File: config.mk
export PLATFORM = sky130hd
export DESIGN_NAME = tls_front
export DESIGN_NICKNAME = d
export VERILOG_FILES = /design/src/rtl/core/two_link_trail_segmenter_unit_assert.svh /design/src/rtl/core/tls_pkg.sv /design/src/rtl/core/tls_front.sv
export SDC_FILE = /design/constraint.sdc
export NUM_CORES = 2
export LEC_CHECK = 0
export BUFFER_PORTS_ARGS = -buffer_cell sky130_fd_sc_hd__buf_2
export CAP_MARGIN = 15
export CELL_PAD_IN_SITES_DETAIL_PLACEMENT = 1
export CELL_PAD_IN_SITES_GLOBAL_PLACEMENT = 1
export CORE_MARGIN = 10
export CORE_UTILIZATION = 48
export CTS_BUF_LIST = sky130_fd_sc_hd__clkbuf_2
export CTS_CLUSTER_SIZE = 20
export DETAILED_ROUTE_END_ITERATION = 10
export PLACE_DENSITY = 0.92
export SLEW_MARGIN = 20
export SYNTH_ARGS = -nofsm -noshare
export SYNTH_HDL_FRONTEND = slang
export SYNTH_SLANG_ARGS = --single-unit
File: constraint.sdc
create_clock -name clk_i -period 11.44 [get_ports clk_i]
set_input_delay 1.144 -clock clk_i [delete_from_list [all_inputs] [get_ports clk_i]]
set_output_delay 1.144 -clock clk_i [all_outputs]
set_load 0.005 [all_outputs]
File: src/rtl/core/two_link_trail_segmenter_unit_assert.svh
// Assertion macros for the two-link trail segmenter.
// Included by the top level; no other dependencies.
`ifndef TWO_LINK_TRAIL_SEGMENTER_UNIT_ASSERT_SVH
`define TWO_LINK_TRAIL_SEGMENTER_UNIT_ASSERT_SVH
`ifndef SYNTHESIS
`define TLS_ASSERT(lbl, clk, rstn, prop) \
  lbl: assert property (@(posedge clk) disable iff (!rstn) prop) else $error("tls check");
`define TLS_ASSERT_RST(lbl, clk, prop) \
  lbl: assert property (@(posedge clk) prop) else $error("tls reset check");
`else
`define TLS_ASSERT(lbl, clk, rstn, prop)
`define TLS_ASSERT_RST(lbl, clk, prop)
`endif
`endif

File: src/rtl/core/tls_pkg.sv
// Package for the two-link trail segmenter: types, constants, sine helpers.
// No dependencies.
package tls_pkg;
  localparam int CoordW = 16;
  localparam logic [1:0] KIND_NORMAL = 2'd0;
  localparam logic [1:0] KIND_RIGHT  = 2'd1;
  localparam logic [1:0] KIND_LEFT   = 2'd2;
  localparam logic [2:0] REG_R1 = 3'd0;
  localparam logic [2:0] REG_R2 = 3'd1;
  localparam logic [2:0] REG_CX = 3'd2;
  localparam logic [2:0] REG_CY = 3'd3;
  localparam logic [2:0] REG_SHOW = 3'd4;
  localparam logic [63:0] INV_TWO_PI_Q64 = 64'd2935890503282001226;
  localparam logic [30:0] ONE_Q30 = 31'h4000_0000;

  function automatic logic [31:0] coef(input logic [2:0] k);
    case (k)
      3'd0: coef = 32'd1686629713;
      3'd1: coef = 32'd693598668;
      3'd2: coef = 32'd85569305;
      3'd3: coef = 32'd5026995;
      3'd4: coef = 32'd172272;
      3'd5: coef = 32'd3864;
      default: coef = 32'd0;
    endcase
  endfunction

  typedef struct packed {
    logic [23:0] r1;
    logic [23:0] r2;
    logic [11:0] cx;
    logic [11:0] cy;
    logic        show;
  } cfg_t;

  typedef struct packed {
    logic [31:0] ph1;
    logic [31:0] ph2;
    logic [1:0]  section;
    logic        first;
  } front_t;
endpackage

File: src/rtl/core/tls_front.sv
// Front: phase and section of each sample from the angles.
// Uses tls_pkg. Multiplies are split in 32-bit partials, a low and a high step per operand.
module tls_front #(
  parameter int AngleFracBits = 16
) (
  input  logic             clk_i,
  input  logic             rst_ni,
  input  logic             in_valid_i,
  output logic             in_ready_o,
  input  logic [31:0]      a1_i,
  input  logic [31:0]      a2_i,
  input  logic             first_i,
  output logic             out_valid_o,
  input  logic             out_ready_i,
  output tls_pkg::front_t  out_o
);
  localparam logic [63:0] Step = (tls_pkg::INV_TWO_PI_Q64 +
    (64'd1 << (AngleFracBits - 1))) >> AngleFracBits;
  localparam logic [1:0] S_IDLE = 2'd0;
  localparam logic [1:0] S_LO   = 2'd1;
  localparam logic [1:0] S_HI   = 2'd2;
  localparam logic [1:0] S_OUT  = 2'd3;

  logic [1:0]  st_q, st_d;
  logic [1:0]  idx_q;
  logic [63:0] op_q [3];
  logic [63:0] acc_q [3];
  logic        first_q;
  logic [31:0] a2;
  logic [63:0] mag2;

  assign a2 = a2_i;
  assign mag2 = a2[31] ? (64'd0 - {{32{a2[31]}}, a2}) : {32'd0, a2};
  assign in_ready_o = (st_q == S_IDLE);
  assign out_valid_o = (st_q == S_OUT);
  assign out_o.ph1 = acc_q[0][63:32];
  assign out_o.ph2 = acc_q[1][63:32];
  assign out_o.section = acc_q[2][63:62];
  assign out_o.first = first_q;

  always_comb begin
    st_d = st_q;
    case (st_q)
      S_IDLE: if (in_valid_i) st_d = S_LO;
      S_LO: st_d = S_HI;
      S_HI: if (idx_q == 2'd2) st_d = S_OUT; else st_d = S_LO;
      S_OUT: if (out_ready_i) st_d = S_IDLE;
      default: st_d = S_IDLE;
    endcase
  end

  always_ff @(posedge clk_i or negedge rst_ni) begin
    if (!rst_ni) begin
      st_q <= S_IDLE;
      idx_q <= 2'd0;
    end else begin
      st_q <= st_d;
      if (st_q == S_IDLE) idx_q <= 2'd0;
      else if (st_q == S_HI) idx_q <= idx_q + 2'd1;
    end
  end

  // low partial: lo32(op)*Step; high: add (hi32(op)*lo32(Step) + lo32(op)*hi32(Step))<<32
  always_ff @(posedge clk_i) begin
    case (st_q)
      S_IDLE: if (in_valid_i) begin
        op_q[0] <= {{32{a1_i[31]}}, a1_i};
        op_q[1] <= {{32{a2[31]}}, a2};
        op_q[2] <= mag2;
        first_q <= first_i;
      end
      S_LO: acc_q[idx_q] <= 64'(op_q[idx_q][31:0] * Step[31:0]);
      S_HI: acc_q[idx_q] <= acc_q[idx_q] +
        {32'(op_q[idx_q][63:32] * Step[31:0] + op_q[idx_q][31:0] * Step[63:32]), 32'd0};
      default: ;
    endcase
  end
endmodule

==> metrics <==
outcome complete, but fails checks; failing checks max-capacitance violations, max-slew violations, negative setup slack; H-tree depth 2; reg2reg start idx_q[0]$_DFFE_PN0P_; Yosys warning total 0; setup TNS -35.56 ns; Vias/cell 6.95; Setup CP Type reg -> reg; crit-path max cell delay 0.83 ns; Final Skew about 0.15 ns; I/O pins ~140; Die Ht 293 microns; worst endpoint required time about 12 ns; cells after synthesis between 3000 and 4000; root buffer cell clkbuf_2; Worst slew margin -34.2%; Chip Width between 200 and 300 microns; Port Buffers roughly 140; Final Worst Setup Slack -1.03 ns; core area approximately 73000 sq um; post-route clock period utilization 109%; crit path time final between 10 and 15 ns; hold_sp a1_i[21]; crit path launch type flip-flop; CTS tree done; initial core utilization about half; mapped cell area around 36000 sq um; # placed instances approximately 4500; die area 85700 sq um; worst hold-check path type in -> reg; vias in the first global route around 34000; final hold violations 0; fin cells roughly 4600; number of synthesized flops with an enable pin 225; largest net degree at the start of global routing 68; Post-DRT Antenna Nets 0; Pre-Repair DR Iteration Count 9; clock latency on the worst-skew pair approximately 1.2 ns; Worst-path clk slew 0.20 ns; critical path arrival between 10 and 15 ns; crit-path most repeated cell fa_1; GP Congestion roughly 1; wire per inst 38.3 microns; Sink Count between 200 and 250; Yosys reg bits 229; DRC Markers 0; Max FO, Critical Path 5; Final #Nets 4816; Max Cap Viol 2; CTS max path bufs 3; Cell Rows a little under 100; Syn-to-layout area delta 9.82%; Register-to-Register Path Depth 43; Hold Path End op_q[0][21]$_DFFE_PP_; Syn Area/Cell between 10 and 15 sq um; final slew viol count 2; final global-route overflow total 0; register area share after synthesis a little under a fifth; ys async rst share ~1.7%; Syn Nets ~4600; ys flop type edfxtp_1; Hold Path Depth 1; first-pass GRT wire length around 220 mm; Overall Global Routing Usage 34.8%; routed wire length between 150 and 200 mm; DP HPWL 105 mm; CTS buffer count 57; fmax between 0.08 and 0.09 GHz; Worst Setup End Kind flip-flop; R2R setup slack -1.03 ns; Slowest-stage cell, CP fa_1; layout cells sized above 1 between 10% and 20%; final setup fails 74; DRC violation total after the first TritonRoute iteration 4594; RR Endpoint acc_q[1][59]$_DFFE_PP_; initial antenna violation count 29; Slew @ Worst Pin 2.01 ns; via count 32000; unique cell type count in the Yosys netlist 69
==> kinds of logic after synthesis <==
kind of cell,count (synthesis),share of synthesized area [%]
other,1,0.0105
DFF,229,19.2
buffers and inverters,975,10.3
xor gates and xnor gates,180,4.41
adders and majority gates,1157,51.1
and+or+nand+nor,332,4.56
AOI/OAI and AO/OA,409,7.33
muxes,70,3.09
==> cells in the mapped netlist, drive strengths merged (13+ instances only) <==
master | instances | share of area (%)
a211oi | 13 | 0.27
a21o | 58 | 1.2
a21oi | 101 | 1.4
a31oi | 17 | 0.30
buf | 16 | 0.20
clkbuf | 23 | 0.24
edfxtp | 225 | 19
fa | 503 | 28
ha | 654 | 23
inv | 936 | 9.8
mux2i | 35 | 0.98
mux4 | 32 | 2.0
nand2 | 123 | 1.3
nand2b | 20 | 0.39
nand3 | 24 | 0.34
nor2 | 65 | 0.68
nor2b | 13 | 0.23
nor3 | 16 | 0.22
o211ai | 14 | 0.29
o21a | 36 | 0.76
o21ai | 100 | 1.4
xnor2 | 138 | 3.4
xor2 | 42 | 1.0
==> cells in the final DEF (no fill, tap or decap), types with 11 or more instances in the layout <==
cell      netlist  layout
a211oi_1       13      11
a21o_1         58      57
a21oi_1       101      92
a31oi_1        17      12
and2_1         12      11
buf_2           0     137
buf_4           3      73
clkbuf_2        0      77
clkinv_1        0      11
diode_2         0      20
edfxtp_1      225     225
fa_1          503     500
ha_1          654     639
inv_1         936     929
mux2i_1        35      33
mux4_2         32      32
nand2_1       123     123
nand2b_1       18      17
nand3_1        24      21
nand4_1        12      12
nor2_1         65      64
nor2b_1        13      12
nor3_1         16      14
o211ai_1       14      14
o21a_1         36      30
o21ai_0       100      73
o21ai_2         0      16
o21bai_1       12      11
xnor2_1       138     135
xor2_1         42      40
==> cell type report <==
| class | instances | area, sq um |
|---|---|---|
| sequential | 229 | 6860 |
| multi-input combinational | 2149 | 25800 |
| timing repair buffer | 217 | 1340 |
| clock inverter | 17 | 98.8 |
| fill | 7897 | 34100 |
| tap | 959 | 1200 |
| antenna | 20 | 50.0 |
| clock buffer | 77 | 385 |
| inverter | 936 | 3530 |
==> flip-flops by register name (all words and copies together), names as in the netlist <==
name,flops
acc_q,128
idx_q,2
op_q,96
first_q,1
st_q,2
==> critical path, delay by kind of cell (launching register included) <==
family,cells,cell delay [ns]
DFF,1,0.54
xor gates and xnor gates,3,0.70
and+or+nand+nor,8,1.13
muxes,1,0.14
AOI/OAI and AO/OA,12,3.23
adders and majority gates,12,5.58
buffers and inverters,7,0.95
==> per-stage QoR <==
step / hold WS [ns] / instance area (sq um) / util [%] / worst slack [ns]
2_1_floorplan: 0.500 / 35700 / - / 0.00617
3_3_place_gp: 0.533 / 37800 / 51.6 / 0.290
3_5_place_dp: 0.558 / 37900 / 51.6 / -0.473
4_1_cts: 0.00589 / 38600 / 52.6 / 0.00328
5_1_grt: 0.178 / 39200 / 53.4 / -1.03
6_report: 0.174 / 39200 / 53.5 / -1.03
==> how the worst max path moves through the flow <==
| stage | cells past startpoint | endpoint | start | slack, ns |
|---|---|---|---|---|
| after floorplan | 50 | acc_q[0][62]$_DFFE_PP_ | idx_q[0]$_DFFE_PN0P_ | 0.006 |
| after global placement | 41 | acc_q[2][62]$_DFFE_PP_ | idx_q[0]$_DFFE_PN0P_ | 0.29 |
| after detailed placement | 43 | acc_q[0][62]$_DFFE_PP_ | idx_q[0]$_DFFE_PN0P_ | -0.47 |
| after CTS | 46 | acc_q[1][63]$_DFFE_PP_ | idx_q[0]$_DFFE_PN0P_ | 0.003 |
| after global routing | 42 | acc_q[1][59]$_DFFE_PP_ | idx_q[0]$_DFFE_PN0P_ | -1.03 |
| final | 43 | acc_q[1][59]$_DFFE_PP_ | idx_q[0]$_DFFE_PN0P_ | -1.03 |
==> metal layers <==
metal | track usage [%] | up-vias | routed length (microns)
li1 | - | 11300 | -
met1 | 35.6 | 15300 | 52000
met2 | 55.8 | 3546 | 74200
met3 | 12.6 | 1731 | 27000
met4 | 31.3 | 30 | 22400
met5 | 0.0567 | - | 530
==> repair_timing <==
action	CTS	global route
endpoints found under the hold margin	0	4
hold buffers	0	1
pin swaps	11	29
resized for setup	35	97
setup buffers	16	15
setup endpoints to repair	32	69
Power is left out: the tool's default activity adds up to more than one toggle a clock period on the data nets, which glitch-free logic cannot reach.
