`config.mk`:
```
export PLATFORM = sky130hd
export DESIGN_NAME = tls_queue
export DESIGN_NICKNAME = d
export VERILOG_FILES = /design/src/rtl/core/two_link_trail_segmenter_unit_assert.svh /design/src/rtl/core/tls_pkg.sv /design/src/rtl/core/tls_queue.sv
export SDC_FILE = /design/constraint.sdc
export NUM_CORES = 1
export LEC_CHECK = 0
export ABC_AREA = 1
export BUFFER_PORTS_ARGS = -buffer_cell sky130_fd_sc_hd__clkbuf_2
export CORE_MARGIN = 2
export CORE_UTILIZATION = 58
export CTS_BUF_LIST = sky130_fd_sc_hd__clkbuf_4
export CTS_CLUSTER_DIAMETER = 80
export DETAILED_ROUTE_END_ITERATION = 6
export PLACE_DENSITY_LB_ADDON = 0.3
export SLEW_MARGIN = 20
export SYNTH_ARGS = -nofsm -noshare
export SYNTH_HDL_FRONTEND = slang
export SYNTH_SLANG_ARGS = --single-unit
```
`constraint.sdc`:
```
create_clock -name clk_i -period 7.8 [get_ports clk_i]
set_input_delay 2.34 -clock clk_i [delete_from_list [all_inputs] [get_ports clk_i]]
set_output_delay 2.34 -clock clk_i [all_outputs]
set_load 0.05 [all_outputs]
```
`src/rtl/core/two_link_trail_segmenter_unit_assert.svh`:
```
// Assertion macros for the two-link trail segmenter.
// Included by the top level; no other dependencies.
`ifndef TWO_LINK_TRAIL_SEGMENTER_UNIT_ASSERT_SVH
`define TWO_LINK_TRAIL_SEGMENTER_UNIT_ASSERT_SVH
`ifndef SYNTHESIS
`define TLS_ASSERT(lbl, clk, rstn, prop) \
  lbl: assert property (@(posedge clk) disable iff (!rstn) prop) else $error("tls check");
`define TLS_ASSERT_RST(lbl, clk, prop) \
  lbl: assert property (@(posedge clk) prop) else $error("tls reset check");
`else
`define TLS_ASSERT(lbl, clk, rstn, prop)
`define TLS_ASSERT_RST(lbl, clk, prop)
`endif
`endif

```
`src/rtl/core/tls_pkg.sv`:
```
// Package for the two-link trail segmenter: types, constants, sine helpers.
// No dependencies.
package tls_pkg;
  localparam int CoordW = 16;
  localparam logic [1:0] KIND_NORMAL = 2'd0;
  localparam logic [1:0] KIND_RIGHT  = 2'd1;
  localparam logic [1:0] KIND_LEFT   = 2'd2;
  localparam logic [2:0] REG_R1 = 3'd0;
  localparam logic [2:0] REG_R2 = 3'd1;
  localparam logic [2:0] REG_CX = 3'd2;
  localparam logic [2:0] REG_CY = 3'd3;
  localparam logic [2:0] REG_SHOW = 3'd4;
  localparam logic [63:0] INV_TWO_PI_Q64 = 64'd2935890503282001226;
  localparam logic [30:0] ONE_Q30 = 31'h4000_0000;

  function automatic logic [31:0] coef(input logic [2:0] k);
    case (k)
      3'd0: coef = 32'd1686629713;
      3'd1: coef = 32'd693598668;
      3'd2: coef = 32'd85569305;
      3'd3: coef = 32'd5026995;
      3'd4: coef = 32'd172272;
      3'd5: coef = 32'd3864;
      default: coef = 32'd0;
    endcase
  endfunction

  typedef struct packed {
    logic [23:0] r1;
    logic [23:0] r2;
    logic [11:0] cx;
    logic [11:0] cy;
    logic        show;
  } cfg_t;

  typedef struct packed {
    logic [31:0] ph1;
    logic [31:0] ph2;
    logic [1:0]  section;
    logic        first;
  } front_t;
endpackage

```
`src/rtl/core/tls_queue.sv`:
```
// Two-entry queue between front and back.
// Uses tls_pkg.
module tls_queue (
  input  logic            clk_i,
  input  logic            rst_ni,
  input  logic            in_valid_i,
  output logic            in_ready_o,
  input  tls_pkg::front_t in_i,
  output logic            out_valid_o,
  input  logic            out_ready_i,
  output tls_pkg::front_t out_o
);
  tls_pkg::front_t mem_q [2];
  logic wp_q, rp_q;
  logic [1:0] cnt_q;
  logic push, pop;

  assign in_ready_o = (cnt_q != 2'd2);
  assign out_valid_o = (cnt_q != 2'd0);
  assign out_o = mem_q[rp_q];
  assign push = in_valid_i && in_ready_o;
  assign pop = out_valid_o && out_ready_i;

  always_ff @(posedge clk_i or negedge rst_ni) begin
    if (!rst_ni) begin
      wp_q <= 1'b0;
      rp_q <= 1'b0;
      cnt_q <= 2'd0;
    end else begin
      if (push) wp_q <= ~wp_q;
      if (pop) rp_q <= ~rp_q;
      cnt_q <= cnt_q + {1'b0, push} - {1'b0, pop};
    end
  end

  always_ff @(posedge clk_i) begin
    if (push) mem_q[wp_q] <= in_i;
  end
endmodule

```
==> results.yml, run 1 <==
clocking:
  cts.clk_slew.worst_paths_ns: 0.11
  cts_buffer_depth: 2
  cts_tree: "done"
  cts_setup_buffers: 0
  clock_latency_ns: 0.48
  cts_root_buf: "clkbuf_4"
  ctsResizeCount: 0
  numCtsBuffers: 17
  cts_htree_levels: 4
  clkSinkCount: 138
  cts_hold_buf: 0
worst_setup_path:
  start_kind: "register"
  cp.required_ns: 5.46
  criticalPathCategory: "reg -> out"
  arrival_ns: 2.39
  worstPathMaxFanout: 69
  critPathCaptureType: "primary output"
routing:
  vias_per_cell: 4.89
  vias: 3168
  routedWlPerCell_um: 13.9
  ant_nets: 0
  drc: 0
  totalWireLength_um: 9030
  drt_iter0_markers: 195
  first_pass_iters: 4
floorplanning:
  fp-row-count: 34
  core_region_area_mm2: 0.00864
  die_w_um: 97.9
  fp.dieArea_mm2: 0.00958
  initial_utilization_pct: 59.2
  die_h_um: 97.9
  io_pins: 140
global_route:
  grt_pass1_wl_um: 14200
  grt_usage_pct: 19.5
  antenna_found_initial: 0
  grt_pass1_vias: 3017
  overflow: 0
  grt_max_degree: 70
logic_synthesis:
  syn_area_mm2: 0.00511
  yosysWarnings: 0
  yosys_register_bits: 138
  avgSynthCellArea_um2: 13.4
  syn_nets: 455
  seq_area_frac_synth_pct: 80.7
  synthCells: 382
  synth_cell_types: 11
final_layout:
  final_nets: 601
  diodes: 0
  fillers: 609
  syn2layout_area_growth_pct: 21.2
  layout-drive-gt1-share_pct: 32.6
timing:
  setup_tns_ns: 0
  hold_violations: 0
  setup_viol_count_final: 0
  period_needed_ns: 4.73
  finClkSkew_ns: 0.0180
  maxSlewViolCount: 0
  final.period_utilization_pct: 60.7
  tightest_slew_ns: 0.797
  rsz0062_at_grt: "false"
  slew_headroom_pct: 46.8
  timing.fmax_mhz: 211
place:
  io_buffers: 139
  gp_congestion: 0.760
  dp_hpwl_um: 5720
run_status:
  status: "complete, no violations"
hold_path:
  hp-class: "reg -> reg"
flow_run:
  drv_cap: 0
## critical path: stages, from the launching register on
cell and delay [ns]:
dfrtp_2 0.35, buf_4 0.57, inv_4 0.45, nand2_1 0.18, nand2_1 0.08, clkbuf_2 0.24
## final timing paths
kind / start / endpoint / slack [ns] / cells after the start
worst max-delay path: rp_q / out_o[3] / 3.07 / 5
worst min-delay path: wp_q / wp_q / 0.49 / 2
worst max register to register: cnt_q[1] / mem_q[1][1] / 5.55 / 4
worst min register to register: wp_q / wp_q / 0.49 / 2
max in group asynchronous: rst_ni / rp_q / 6.00 / 1
min in group asynchronous: rst_ni / wp_q / 1.65 / 1
## stage by stage
| step | utilization, % | hold WS (ns) | instance area (µm²) | std cells | worst slack [ns] |
|---|---|---|---|---|---|
| 3_5_place_dp | 68.0 | 0.466 | 5870 | 617 | 3.56 |
| 6_report | 71.7 | 0.490 | 6190 | 648 | 3.07 |
| 2_1_floorplan | - | 0.442 | 5110 | 382 | 2.06 |
| 4_1_cts | 71.7 | 0.491 | 6190 | 648 | 2.99 |
| 5_1_grt | 71.7 | 0.521 | 6190 | 648 | 2.79 |
| 3_3_place_gp | 67.9 | 0.454 | 5870 | 617 | 3.19 |
## layer usage
| metal | vias to the layer above | GRT usage, % | part of all wire [%] | routed length (µm) |
|---|---|---|---|---|
| met2 | 130 | 30.1 | 49 | 4400 |
| met4 | 0 | 7.16 | 1.3 | 121 |
| met3 | 13 | 6.73 | 7.5 | 679 |
| met1 | 1445 | 26.0 | 42 | 3830 |
| met5 | - | 0 | 0 | 0 |
| li1 | 1580 | - | - | - |
## synth_stat cells, drive strengths merged
library cell  instances  area (µm²)
nand3                 3        15.0
ha                    2        25.0
buf                  15         105
edfxtp              134        4020
nand2               214         803
nor2                  1        3.75
dfrtp                 4         100
inv                   9        33.8
## cell type report
class	instances	area [µm²]	share of cell area (%)
tap	108	135	2.18
sequential	138	4130	66.6
inverter	9	36.3	0.586
multi-input combinational	220	855	13.8
clock inverter	14	196	3.17
timing repair buffer	142	718	11.6
clock buffer	17	128	2.06
## kinds of logic (layout without fill, tap and decap cells)
kind of cell / after synthesis / in the layout / synth area share (%)
buffers and inverters: 24 / 182 / 2.72
and+or+nand+nor: 218 / 218 / 16.1
adders and majority gates: 2 / 2 / 0.490
DFF: 138 / 138 / 80.7
## layout by cell type (no fill, tap or decap)
master,instances
dfrtp_2,1
inv_4,1
bufinv_16,4
buf_4,3
inv_2,1
nor2_4,1
clkinvlp_4,2
edfxtp_1,134
nand3_1,3
inv_6,3
clkinv_4,3
clkbuf_2,139
clkinv_2,1
dfrtp_1,3
clkbuf_4,17
clkinv_1,1
ha_1,2
inv_1,7
nand2_1,214
## flip-flops by register name, summed over array words and instances, names as in the netlist
name,cells
cnt_q,2
mem_q,134
rp_q,1
wp_q,1
Power of run 1 is left out: the tool's default activity adds up to more than one toggle a clock period on the data nets, which glitch-free logic cannot reach.
==> run 2: changes to the inputs <==
--- a/config.mk
+++ b/config.mk
@@ -5,10 +5,10 @@
 export SDC_FILE = /design/constraint.sdc
 export NUM_CORES = 1
 export LEC_CHECK = 0
-export ABC_AREA = 1
+export ABC_AREA = 0
 export BUFFER_PORTS_ARGS = -buffer_cell sky130_fd_sc_hd__clkbuf_2
 export CORE_MARGIN = 2
-export CORE_UTILIZATION = 58
+export CORE_UTILIZATION = 54
 export CTS_BUF_LIST = sky130_fd_sc_hd__clkbuf_4
 export CTS_CLUSTER_DIAMETER = 80
 export DETAILED_ROUTE_END_ITERATION = 6
==> constraint.sdc (replaced) <==
create_clock -name clk_i -period 4.94 [get_ports clk_i]
set_input_delay 1.482 -clock clk_i [delete_from_list [all_inputs] [get_ports clk_i]]
set_output_delay 1.482 -clock clk_i [all_outputs]
set_load 0.05 [all_outputs]
==> run 2 against run 1 <==
  * Worst setup slack worse by 1.9 ns
  * Synthesized cell count decreased by 41%
  * Clock skew barely moved
  * Routed wire length shrank 8.0%
  * Die area grew 7.4%
  * Utilization shrank 4.4 points
  * Sequential cell count unchanged
  * Global-route usage fell by 3.0 points
  * Non-clock buffer count stayed put
==> results.yml, run 2 <==
timing:
  final.period_utilization_pct: 77.4
  rsz0062_at_grt: "false"
  setup_tns_ns: 0
  hold_violations: 0
  holdWs_ns: 0.543
  slew_headroom_pct: 31.5
  finClkSkew_ns: 0.0176
  period_needed_ns: 3.82
  setup_viol_count_final: 0
  tightest_slew_ns: 1.03
  maxSlewViolCount: 0
  timing.fmax_mhz: 262
clocking:
  cts_tree: "done"
  cts_setup_buffers: 0
  cts.clk_slew.worst_paths_ns: 0.11
  cts_hold_buf: 0
  numCtsBuffers: 17
  ctsResizeCount: 0
  clock_latency_ns: 0.50
  cts_htree_levels: 4
  cts_root_buf: "clkbuf_4"
  clkSinkCount: 138
  cts_buffer_depth: 2
power_and_ir_drop:
  switchingPower_uw: 1840
  p_leak_uw: 0.00241
  power_frac_seq_pct: 42.1
  ir_drop_mv: 0.381
  power_density_mw_per_mm2: 682
  p_sw_share_pct: 43.3
  internal_power_uw: 2400
  combinationalPowerShare_pct: 42.3
  pwr-share-clk_pct: 15.6
logic_synthesis:
  yosys_register_bits: 138
  synth_top_family_by_area: "multiplexers"
  synth.largest_area_cell: "edfxtp_1"
  synthFlopType: "edfxtp_1"
  yosysMostFrequentCell: "edfxtp_1"
  synth_xor_area_share_pct: 0.684
  yosysWarnings: 0
  yosysTopAreaCellShare_pct: 78.6
  synth_simple_gate_area_share_pct: 0.635
  synth_cell_types: 17
  synthCells: 226
  syn_area_mm2: 0.00512
  synth_compound_area_share_pct: 0
  syn_nets: 299
  synthArstFlopShare_pct: 2.90
  synthAdderAreaFrac_pct: 0.489
  synth_mux_area_share_pct: 16.2
  synth_edf_count: 134
  synthTopCellsByCount: "edfxtp_1, mux2_2, mux2_4, buf_2, dfrtp_1"
  yosys-top-cells-area: "edfxtp_1, mux2_2, mux2_4, dfrtp_1, buf_8"
  seq_area_frac_synth_pct: 80.5
  avgSynthCellArea_um2: 22.7
final_layout:
  layout_common_cells: "clkbuf_2, edfxtp_1, mux2_2, mux2_4, clkbuf_4"
  largest_reg_flops: 134
  diodes: 0
  largest_register: "mem_q"
  syn2layout_area_growth_pct: 21.4
  layout_commonest_cell: "clkbuf_2"
  layout-drive-gt1-share_pct: 62.2
  final_nets: 452
  reg_top3: "mem_q x134, cnt_q x2"
global_route:
  busiest_layer: "met2"
  grt_pass1_vias: 2647
  grt_use_met2_pct: 26.8
  grt_pass1_wl_um: 12500
  grt_max_degree: 69
  antenna_found_initial: 0
  overflow: 0
  grt_usage_pct: 16.5
  use_met3_pct: 7.04
  grt_use_met1_pct: 19.7
worst_setup_path:
  critPathMaxStageDelay_ns: 1.09
  reg2reg_from: "cnt_q[1]"
  r2r_slack_ns: 2.84
  worstPathMaxFanout: 68
  arrival_ns: 2.34
  criticalPathCategory: "reg -> out"
  path_delay_family: "flip-flops"
  start_kind: "register"
  crit_chain: "mux2_2, clkbuf_2"
  r2r_end: "mem_q[1][32]"
  reg2reg_depth: 3
  critPathCaptureType: "primary output"
  crit_slowest_cell: "dfrtp_4"
  cp.required_ns: 3.46
  critPathLaunch: "rp_q"
  crit_buf_inv: 1
routing:
  ant_nets: 0
  vias_per_cell: 4.93
  drc: 0
  routedWlPerCell_um: 16.0
  drt_iter0_markers: 109
  first_pass_iters: 4
  vias: 2567
  totalWireLength_um: 8310
floorplanning:
  die_h_um: 101
  io_pins: 140
  fp-row-count: 35
  core_region_area_mm2: 0.00924
  fp.dieArea_mm2: 0.0103
  initial_utilization_pct: 55.4
  die_w_um: 101
hold_path:
  holdPathStages: 1
  hp-class: "reg -> reg"
  holdPathEnd: "cnt_q[0]"
  holdCritStartpoint: "cnt_q[0]"
place:
  gp_congestion: 0.713
  io_buffers: 139
  dp_hpwl_um: 5400
flow_run:
  drv_cap: 0
run_status:
  status: "complete, no violations"
==> run 2: changes by cell type after synthesis, moves of 3 or more <==
cell / before / now
nand2_1: 214 / 1
mux2_4: 0 / 20
xnor2_1: 0 / 3
nand3_1: 3 / 0
inv_1: 8 / 1
buf_2: 9 / 4
mux2_2: 0 / 47
==> run 2: layer usage <==
layer,up-vias,part of all wire (%)
li1,1209,-
met5,-,0
met4,0,0.79
met2,106,50
met1,1245,42
met3,7,7.2
==> run 2: worst max-delay path by stage <==
| stage | end | slack (ns) | depth (start not counted) |
|---|---|---|---|
| 2_1_floorplan | mem_q[0][0] | 0.05 | 2 |
| 3_3_place_gp | out_o[34] | 1.66 | 2 |
| 3_5_place_dp | out_o[32] | 1.66 | 2 |
| 4_1_cts | out_o[32] | 1.09 | 2 |
| 5_1_grt | out_o[32] | 0.98 | 2 |
| 6_report | out_o[32] | 1.12 | 2 |
==> run 2: worst reg2reg max path, cell delays in order (launching register included) <==
cell,delay [ns]
dfrtp_1,0.42
nand2b_1,0.12
and3_2,0.79
buf_4,0.46
==> run 2: power groups by stage <==
stage / combinational, µW / clock, µW / sequential (µW)
after detailed placement: 1810 / 0 / 1820
after CTS: 1810 / 684 / 1790
after global routing: 1880 / 724 / 1820
final: 1800 / 663 / 1780
after floorplan: 1590 / 0 / 1690
after global placement: 1800 / 0 / 1800
==> run 2: final cells by class <==
cell class / instances / area (µm²)
inverters: 1 / 3.75
repair buffers: 142 / 731
well taps: 129 / 161
clock inverters: 13 / 123
fillers: 655 / 3020
multi-input cells: 79 / 931
flip-flops and latches: 138 / 4130
clock buffers: 19 / 143
==> run 2: metrics by stage <==
| stage | power (µW) | cells | utilization, % | area [µm²] | setup slack [ns] |
|---|---|---|---|---|---|
| after floorplan | 3280 | 226 | - | 5120 | 0.0467 |
| after global placement | 3600 | 489 | 64.4 | 5950 | 1.66 |
| after detailed placement | 3630 | 489 | 64.4 | 5950 | 1.66 |
| after CTS | 4290 | 521 | 67.3 | 6220 | 1.09 |
| after global routing | 4420 | 521 | 67.3 | 6220 | 0.977 |
| final | 4240 | 521 | 67.3 | 6220 | 1.12 |
==> run 2: kinds of logic after synthesis <==
logic type | Yosys count
fa+ha+maj | 2
flops | 138
xor+xnor | 4
buf+inv | 9
mux | 67
simple gates | 6
(Power assumes the default switching activity.)
